File: src/sv/sfsq_pkg.sv
// Shared types and constants for the segregated free-slot queues.
// No dependencies; imported by every module of the block but sfsq_ram.
package sfsq_pkg;

   // Default sizing, handed down through top-level parameters
   localparam int SLOTS_PER_CLASS_DEF = 64;
   localparam int CLASS_COUNT_DEF     = 4;

   // Field widths
   localparam int TRACK_W   = 32;
   localparam int DOMAIN_W  = 16;
   localparam int CLASS_W   = 2;
   localparam int CMD_W     = 2;
   localparam int STATUS_W  = 2;
   localparam int REQ_DATA_W = 72;
   localparam int RSP_DATA_W = 56;

   // Command codes
   localparam logic [CMD_W-1:0] CMD_PUSH = 2'd0;
   localparam logic [CMD_W-1:0] CMD_POP  = 2'd1;
   localparam logic [CMD_W-1:0] CMD_TAKE = 2'd2;

   // Result status codes
   localparam logic [STATUS_W-1:0] ST_OK      = 2'd0;
   localparam logic [STATUS_W-1:0] ST_EMPTY   = 2'd1;
   localparam logic [STATUS_W-1:0] ST_NO_NEAR = 2'd2;
   localparam logic [STATUS_W-1:0] ST_FULL    = 2'd3;

   // Reset value of the take-near class register
   localparam logic [CLASS_W-1:0] NEAR_CLASS_RST = 2'd1;

   // One stored slot
   typedef struct packed {
      logic [TRACK_W-1:0]  track;
      logic [DOMAIN_W-1:0] domain;
   } slot_type;

   // Sequencer states
   typedef enum logic [2:0] {
      S_IDLE,
      S_EXEC,
      S_SCAN,
      S_SHIFT,
      S_RESP
   } state_type;

endpackage

File: src/sv/sfsq_near_cmp.sv
// Shared compare unit: match when the stored domain is within one of the key, or when forced.
// Depends on sfsq_pkg.
module sfsq_near_cmp (
   input  logic [sfsq_pkg::DOMAIN_W-1:0] slot_domain,
   input  logic [sfsq_pkg::DOMAIN_W-1:0] key_domain,
   input  logic                          force_hit,
   output logic                          hit
);
   import sfsq_pkg::*;

   logic [DOMAIN_W:0] slot_ext;
   logic [DOMAIN_W:0] key_ext;

   // widened by one bit so the +1 never wraps
   assign slot_ext = {1'b0, slot_domain};
   assign key_ext  = {1'b0, key_domain};

   assign hit = force_hit
             || (slot_ext == key_ext)
             || (slot_ext == key_ext + (DOMAIN_W+1)'(1))
             || (key_ext == slot_ext + (DOMAIN_W+1)'(1));

endmodule

File: config.mk
export PLATFORM = sky130hd
export DESIGN_NAME = sfsq_near_cmp
export DESIGN_NICKNAME = d
export VERILOG_FILES = /design/src/sv/sfsq_pkg.sv /design/src/sv/sfsq_near_cmp.sv
export SDC_FILE = /design/constraint.sdc
export NUM_CORES = 1
export LEC_CHECK = 0
export CELL_PAD_IN_SITES_DETAIL_PLACEMENT = 1
export CELL_PAD_IN_SITES_GLOBAL_PLACEMENT = 1
export CORE_AREA = 8 8 71 73
export DETAILED_ROUTE_END_ITERATION = 8
export DIE_AREA = 0 0 79 81
export DONT_BUFFER_PORTS = 1
export GPL_TIMING_DRIVEN = 1
export PLACE_DENSITY_LB_ADDON = 0.1
export SYNTH_ARGS = -nofsm -noshare
export SYNTH_HDL_FRONTEND = slang
export SYNTH_SLANG_ARGS = --single-unit
File: constraint.sdc
create_clock -name vclk -period 2
set_input_delay 0.3 -clock vclk [all_inputs]
set_output_delay 0.3 -clock vclk [all_outputs]
set_load 0.01 [all_outputs]
==> results of run 1 <==
-- layout make-up --
type / count / area (sq um) / area share, %
inverters: 7 / 26.3 / 1.76
multi-input cells: 162 / 1210 / 81.2
well taps: 50 / 62.6 / 4.19
repair buffers: 25 / 191 / 12.8
-- cells by family (layout without fill, tap and decap cells) --
logic type | Yosys count | count (layout) | synth area share (%)
compound gates | 31 | 31 | 18.3
xor+xnor | 33 | 33 | 25.8
fa+ha+maj | 2 | 2 | 2.23
buf+inv | 15 | 32 | 6.03
mux | 1 | 1 | 0.893
simple gates | 95 | 95 | 46.8
-- layer usage --
layer,global-route usage [%],vias to the layer above
met5,0,-
met4,2.04,0
met3,3.09,6
met2,27.2,30
met1,17.1,663
li1,-,691
-- power breakdown --
group	internal (W)	leakage, nW	switching [W]
combinational	0.000117	0.484	0.000118
sequential	0	0	0
clock	0	0	0
-- worst max path at each step --
stage	end	slack (ps)	cells after the start
after floorplan	hit	-120	8
final	hit	-170	7
after CTS	hit	-210	7
after global placement	hit	-300	8
after global routing	hit	-230	10
after detailed placement	hit	-320	8
-- cells in the final DEF, fill, tap and decap left out, drive strengths merged, types with 2 or more instances in the layout --
| cell type | netlist | final |
|---|---|---|
| ha | 2 | 2 |
| nand2 | 16 | 16 |
| nor3 | 11 | 11 |
| o31ai | 2 | 2 |
| or4 | 2 | 2 |
| inv | 7 | 7 |
| and3 | 3 | 3 |
| a211oi | 2 | 2 |
| o21ai | 11 | 11 |
| a31oi | 4 | 4 |
| xnor2 | 18 | 18 |
| a21oi | 3 | 3 |
| nor4 | 9 | 9 |
| nand2b | 4 | 4 |
| buf | 5 | 25 |
| nand3 | 13 | 13 |
| nor2 | 14 | 14 |
| and2 | 4 | 4 |
| nand3b | 4 | 4 |
| xor2 | 15 | 15 |
| nand4 | 10 | 10 |
| or2 | 2 | 2 |
-- repair_timing --
item                                    CTS  global route
hold buffers                              0             0
pin swaps                                 3            16
endpoints found under the setup margin    1             1
resized for setup                         3            35
setup buffers                             0             1
-- worst max-delay path: cells and delay by family --
kind / cells / cell delay, ps
compound gates: 3 / 570
simple gates: 4 / 1010
-- per-stage QoR --
| step | cell area [sq um] | setup TNS (ps) | power (W) | setup slack, ps |
|---|---|---|---|---|
| after floorplan | 1140 | -115 | 0.000164 | -115 |
| after global placement | 1330 | -300 | 0.000203 | -300 |
| after detailed placement | 1330 | -322 | 0.000207 | -322 |
| after CTS | 1340 | -209 | 0.000210 | -209 |
| after global routing | 1490 | -233 | 0.000257 | -233 |
| final | 1490 | -169 | 0.000235 | -169 |
==> impl_metrics.yaml, run 1 <==
synthesis:
  synth_warnings: 0
  synth-seq-area-share_pct: 0
  syn_inst: 177
  synthTopCellsByArea: "sky130_fd_sc_hd__xnor2_1 (14%), sky130_fd_sc_hd__xor2_1 (12%), sky130_fd_sc_hd__nand3_1 (5.8%)"
  yosysTopAreaCell: "sky130_fd_sc_hd__xnor2_1"
  synth_area_sq_um: 1120
  syn-num-nets: 212
  synth_cell_type_count: 41
  syn-mean-instance-area_sq_um: 6.33
  synth_most_common_cell: "sky130_fd_sc_hd__xnor2_1"
  netlist_top_cells_count: "sky130_fd_sc_hd__xnor2_1 (18), sky130_fd_sc_hd__nand2_1 (16), sky130_fd_sc_hd__xor2_1 (15)"
  synthDominantCellAreaShare_pct: 14.1
die:
  fp.dieArea_sq_um: 6400
  num_io_pins: 34
  placement_rows: 23
  chipWidth_um: 79
  start_util_pct: 28.6
  floorplan.die.height_um: 81
  design.core.area_sq_um: 3910
critical_path:
  crit_arrival_ps: 1870
  critical_path.cell_chain: "nand4_4, or4_4, nand3b_1, o21ai_1, nand4_1, o31ai_2, a31o_1"
  slowest_stage: "sky130_fd_sc_hd__or4_4"
  slowest_delay_ps: 550
  worstPathMaxFanout: 6
  worst-setup-path-type: "in2out"
  worst_setup_path_start_kind: "primary input"
  worst_ep_required_time_ps: 1700
  end_kind: "output port"
  critical_path.startpoint: "key_domain[3]"
placed_design:
  place.gp.congestion: 0.823
  place_inst: 243
  dpl.hpwl_um: 4060
  io_buffer_count: 0
timing:
  timing.final.crit_share_pct: 108
  f_max_mhz: 461
  worst_setup_margin_ps: -169
  slew-limit-headroom_pct: 69.7
  finalHoldViolations: 0
  final_period_minus_worst_setup_slack_ps: 2170
  drv_slew: 0
  finalSetupViolCount: 1
  unrepaired_setup_endpoints_after_global_routing: "true"
  fin_hold_ws_ps: 853
  worstMarginPinSlew_ps: 448
grt:
  grt_pass1_vias: 1502
  grt_overflow: 0
  grt_max_degree: 12
  grt_antenna_before_repair: 0
  grt_util_all_layers_pct: 14.6
  grt_pass1_wl_um: 7560
layout:
  clockBufferCount: 0
  syn_to_final_growth_pct: 33.1
  layout.core_utilization_pct: 38.1
  instances_no_fill: 244
  layout.sequential_cells: 0
  post_route_cells_drive_above_1_share_pct: 27.3
  final_net_count: 231
  num-fill-cells: 515
  seq_area_sq_um: 0
  insertedDiodeCount: 0
drt:
  detail_route.vias_per_cell: 5.70
  met2_wire_len_um: 2500
  m1WireLength_um: 1990
  wl_met3_um: 318
  number_of_vias_in_the_routed_layout: 1390
  drcViolationCount: 0
  drt-wirelength-per-cell_um: 20.1
  top_layer_used: "met4"
  drt-initial-drc-count: 45
  route.antenna.remaining_nets: 0
  finalWirelength_um: 4900
  detailedRoute.firstPassIterationCount: 3
run_status:
  failing_checks: "negative setup slack"
  outcome: "finished with violations"
min_path:
  hp-start: "force_hit"
  timing.hold.worst.class: "in2out"
  whs_endpoint: "hit"
  worstHoldPathCells: 3
flow_run:
  maxCapViolations: 0
power_and_ir_drop:
  p_leak_nw: 0.484
  power_density_nw_per_um2: 158
  ir_worst_vdd_v: 0.0000601
No activity file was read; power rests on OpenSTA's default activity.
==> run 2: changes to the inputs <==
==> constraint.sdc (replaced) <==
create_clock -name vclk -period 2
set_input_delay 0.3 -clock vclk [all_inputs]
set_output_delay 0.3 -clock vclk [all_outputs]
set_load 0.005 [all_outputs]
==> run 2 against run 1 <==
Net effect: the flow still finishes with violations (negative setup slack); first-iteration DRC count down 4.4%; critical endpoint unchanged; largest power group unchanged; largest cell class unchanged; final cell count down 1.2%; combinational power down 8.9%; critical path depth up 1; utilization down 3.4 points; worst setup slack better by 19 ps; die area unchanged; maximum frequency up 0.87%; worst hold slack worse by 39 ps; via count down 0.86%; final area down 9.0%.
==> impl_metrics.yaml, run 2 (synthesis results as in run 1) <==
layout:
  insertedDiodeCount: 0
  instances_no_fill: 241
  num-fill-cells: 537
  multi_input_comb_area_sq_um: 1100
  leading_cell_type_in_the_layout_fill_and_taps_excluded: "sky130_fd_sc_hd__buf_4"
  clockBufferCount: 0
  post_route_cells_drive_above_1_share_pct: 18.3
  seq_area_sq_um: 0
  layout.sequential_cells: 0
  final_net_count: 228
  most-common-layout-cells: "sky130_fd_sc_hd__buf_4 (22), sky130_fd_sc_hd__xnor2_1 (18), sky130_fd_sc_hd__nand2_1 (16)"
  syn_to_final_growth_pct: 21.2
drt:
  number_of_vias_in_the_routed_layout: 1378
  detailedRoute.firstPassIterationCount: 4
  drt-wirelength-per-cell_um: 19.6
  drt-initial-drc-count: 43
  route.antenna.remaining_nets: 0
  detail_route.vias_per_cell: 5.72
  finalWirelength_um: 4730
  drcViolationCount: 0
critical_path:
  worst_path_dominant_cell_family: "simple AND/OR/NAND/NOR gates"
  slowest_delay_ps: 510
  worst_setup_path_start_kind: "primary input"
  slowest_stage: "sky130_fd_sc_hd__or4_4"
  worst-setup-path-type: "in2out"
  critical_path.startpoint: "key_domain[0]"
  worst_ep_required_time_ps: 1700
  crit_arrival_ps: 1850
  critPathBufInv: 2
  critical_path.cell_chain: "ha_4, inv_2, buf_4, or4_4, a22oi_2, nand4_1, o31ai_2, a31o_1"
  end_kind: "output port"
  worstPathMaxFanout: 7
  cp_num_cells: 8
grt:
  grt_max_degree: 12
  grt_pass1_wl_um: 7260
  grt_overflow: 0
  grt_pass1_vias: 1378
  grt_util_all_layers_pct: 13.8
  grt_antenna_before_repair: 0
die:
  floorplan.die.height_um: 81
  num_io_pins: 34
  placement_rows: 23
  fp.dieArea_sq_um: 6400
  chipWidth_um: 79
  design.core.area_sq_um: 3910
  start_util_pct: 28.6
placed_design:
  place.gp.congestion: 0.829
  place_inst: 239
  pre_cts_ws_ps: -272
  io_buffer_count: 0
  dpl.hpwl_um: 4070
power_and_ir_drop:
  power_density_nw_per_um2: 158
  p_leak_nw: 0.453
  ir_worst_vdd_v: 0.0000494
flow_run:
  maxCapViolations: 0
timing:
  finalSetupViolCount: 1
  slew-limit-headroom_pct: 64.4
  drv_slew: 0
  finalHoldViolations: 0
  timing.final.crit_share_pct: 108
  f_max_mhz: 465
  unrepaired_setup_endpoints_after_global_routing: "true"
  fin_hold_ws_ps: 814
  final_period_minus_worst_setup_slack_ps: 2150
  worst_setup_margin_ps: -150
  worstMarginPinSlew_ps: 527
run_status:
  failing_checks: "negative setup slack"
  outcome: "finished with violations"
min_path:
  whs_endpoint: "hit"
  worstHoldPathCells: 3
  timing.hold.worst.class: "in2out"
  hp-start: "force_hit"
[run 2: final cells by class]
type                       count  share of cell area [%]
multi-input combinational    162                    81.3
timing repair buffer          22                    12.2
tap                           50                    4.60
inverter                       7                    1.93
[run 2: metal layers]
metal  wire (um)  GRT usage [%]
met5           0              0
met4          70           1.85
met3         302           3.09
met2        2340           24.5
met1        2020           17.1
[run 2: per-stage QoR]
| stage | instance area [sq um] | TNS (ps) | util, % | total power, W |
|---|---|---|---|---|
| final | 1360 | -150 | 34.7 | 0.000214 |
| after global routing | 1360 | -271 | 34.7 | 0.000235 |
| after CTS | 1320 | -218 | 33.7 | 0.000208 |
| after detailed placement | 1290 | -272 | 33.1 | 0.000203 |
| after global placement | 1290 | -274 | 33.1 | 0.000198 |
| after floorplan | 1140 | -81.4 | - | 0.000164 |
[run 2: power by group]
part           switching (W)  internal, W  total [W]  leakage (nW)
Combinational       0.000110     0.000104   0.000214         0.453
Sequential                 0            0          0             0
Clock                      0            0          0             0
Total               0.000110     0.000104   0.000214         0.453
[run 2: how the worst max path moves through the flow]
stage	endpoint	slack, ps
3_3_place_gp	hit	-270
5_1_grt	hit	-270
6_report	hit	-150
3_5_place_dp	hit	-270
4_1_cts	hit	-220
2_1_floorplan	hit	-80
[run 2: what timing repair did]
| action | in CTS | in global routing |
|---|---|---|
| pin swaps | 5 | 9 |
| hold buffers | 0 | 0 |
| setup endpoints to repair | 1 | 1 |
| hold endpoints to repair | 0 | 0 |
| gates resized for setup | 3 | 9 |
| buffers inserted | 1 | 1 |
==> run 3: changes to the inputs <==
==> constraint.sdc (replaced) <==
create_clock -name vclk -period 1.78
set_input_delay 0.267 -clock vclk [all_inputs]
set_output_delay 0.267 -clock vclk [all_outputs]
set_load 0.005 [all_outputs]
==> run 3 against run 2 <==
Net effect: worst setup slack got worse by 150 ps; the flow still finishes with violations (negative setup slack); critical path depth shrank 1; via count rose by 1.8%; combinational power increased by 17%; sequential share of layout area is the same; final area rose by 3.1%; global-route usage about the same; highest routed layer unchanged; count of clock-buffer cells in the layout stayed put; die area is the same; total power rose by 17%.
==> impl_metrics.yaml, run 3 (synthesis results as in run 1) <==
drt:
  drt-initial-drc-count: 84
  detail_route.vias_per_cell: 5.70
  drcViolationCount: 0
  finalWirelength_um: 4730
  route.antenna.remaining_nets: 0
  drt-wirelength-per-cell_um: 19.2
  detailedRoute.firstPassIterationCount: 4
  number_of_vias_in_the_routed_layout: 1403
cts:
  hold_bufs_inserted_after_cts: 0
critical_path:
  slowest_stage: "sky130_fd_sc_hd__or4_4"
  end_kind: "output port"
  slowest_delay_ps: 570
  critPathBufInv: 0
  worstPathMaxFanout: 6
  worst_path_dominant_cell_family: "simple AND/OR/NAND/NOR gates"
  worst_setup_path_start_kind: "primary input"
  worst-setup-path-type: "in2out"
  critical_path.cell_chain: "nand4_4, or4_4, nand3b_1, o21ai_1, nand4_1, o31ai_2, a31o_1"
  worst_ep_required_time_ps: 1510
  crit_arrival_ps: 1810
timing:
  drv_slew: 0
  slew-limit-headroom_pct: 62.5
  finalSetupViolCount: 1
  finalHoldViolations: 0
  final.setup.tns_ps: -300
  final_period_minus_worst_setup_slack_ps: 2080
  worstMarginPinSlew_ps: 556
  timing.final.crit_share_pct: 117
  f_max_mhz: 481
  unrepaired_setup_endpoints_after_global_routing: "true"
  worst_setup_margin_ps: -300
power_and_ir_drop:
  p_leak_nw: 0.473
  power_density_nw_per_um2: 179
  totalPowerFinal_w: 0.000250
  ir_worst_vdd_v: 0.0000613
die:
  placement_rows: 23
  chipWidth_um: 79
  start_util_pct: 28.6
  fp.dieArea_sq_um: 6400
  design.core.area_sq_um: 3910
  num_io_pins: 34
  floorplan.die.height_um: 81
layout:
  insertedDiodeCount: 0
  layout.core_utilization_pct: 35.8
  leading_cell_type_in_the_layout_fill_and_taps_excluded: "sky130_fd_sc_hd__buf_4"
  instances_no_fill: 246
  layout.sequential_cells: 0
  final_net_count: 233
  syn_to_final_growth_pct: 25.0
  num-fill-cells: 515
  seq_area_sq_um: 0
  clockBufferCount: 0
  most-common-layout-cells: "sky130_fd_sc_hd__buf_4 (27), sky130_fd_sc_hd__xnor2_1 (18), sky130_fd_sc_hd__nand2_1 (16)"
  post_route_cells_drive_above_1_share_pct: 19.9
run_status:
  failing_checks: "negative setup slack"
  outcome: "finished with violations"
grt:
  grt_pass1_wl_um: 7270
  grt_overflow: 0
  grt_max_degree: 12
  grt_util_all_layers_pct: 13.8
  grt_antenna_before_repair: 0
  grt_pass1_vias: 1494
placed_design:
  io_buffer_count: 0
  place.gp.congestion: 0.841
  place_inst: 244
  dpl.hpwl_um: 4060
flow_run:
  maxCapViolations: 0
min_path:
  timing.hold.worst.class: "in2out"
-- run 3: cell type report --
| class | count | area (sq um) | share of cell area [%] |
|---|---|---|---|
| Multi-Input combinational cell | 162 | 1110 | 79.0 |
| Timing Repair Buffer | 27 | 203 | 14.5 |
| Tap cell | 50 | 62.6 | 4.46 |
| Inverter | 7 | 28.8 | 2.05 |
-- run 3: repair_timing --
| action | in CTS | in global routing |
|---|---|---|
| setup buffers | 0 | 2 |
| pin swaps | 4 | 7 |
| resized for setup | 4 | 10 |
| setup endpoints to repair | 1 | 1 |
-- run 3: per-layer routing --
metal	vias up	share of wire [%]	GRT usage (%)
met3	8	8.0	4.08
met4	0	1.9	2.78
met1	666	40	15.5
met2	35	50	25.2
li1	694	-	-
met5	-	0	0
-- run 3: path summary, 6_finish.rpt --
kind                           from  end  slack [ps]  depth (start not counted)
worst max-delay path  key_domain[3]  hit        -300                          7
worst min-delay path      force_hit  hit         760                          3
-- run 3: where the power goes --
part | internal, W | switching (W)
sequential | 0 | 0
clock | 0 | 0
combinational | 0.000125 | 0.000126
-- run 3: through the flow --
step | worst slack (ps) | cell area, sq um | hold WS [ps]
final | -300 | 1400 | 760
after global routing | -384 | 1400 | 778
after CTS | -320 | 1350 | 761
after detailed placement | -410 | 1330 | 755
after global placement | -427 | 1330 | 750
after floorplan | -235 | 1140 | 705
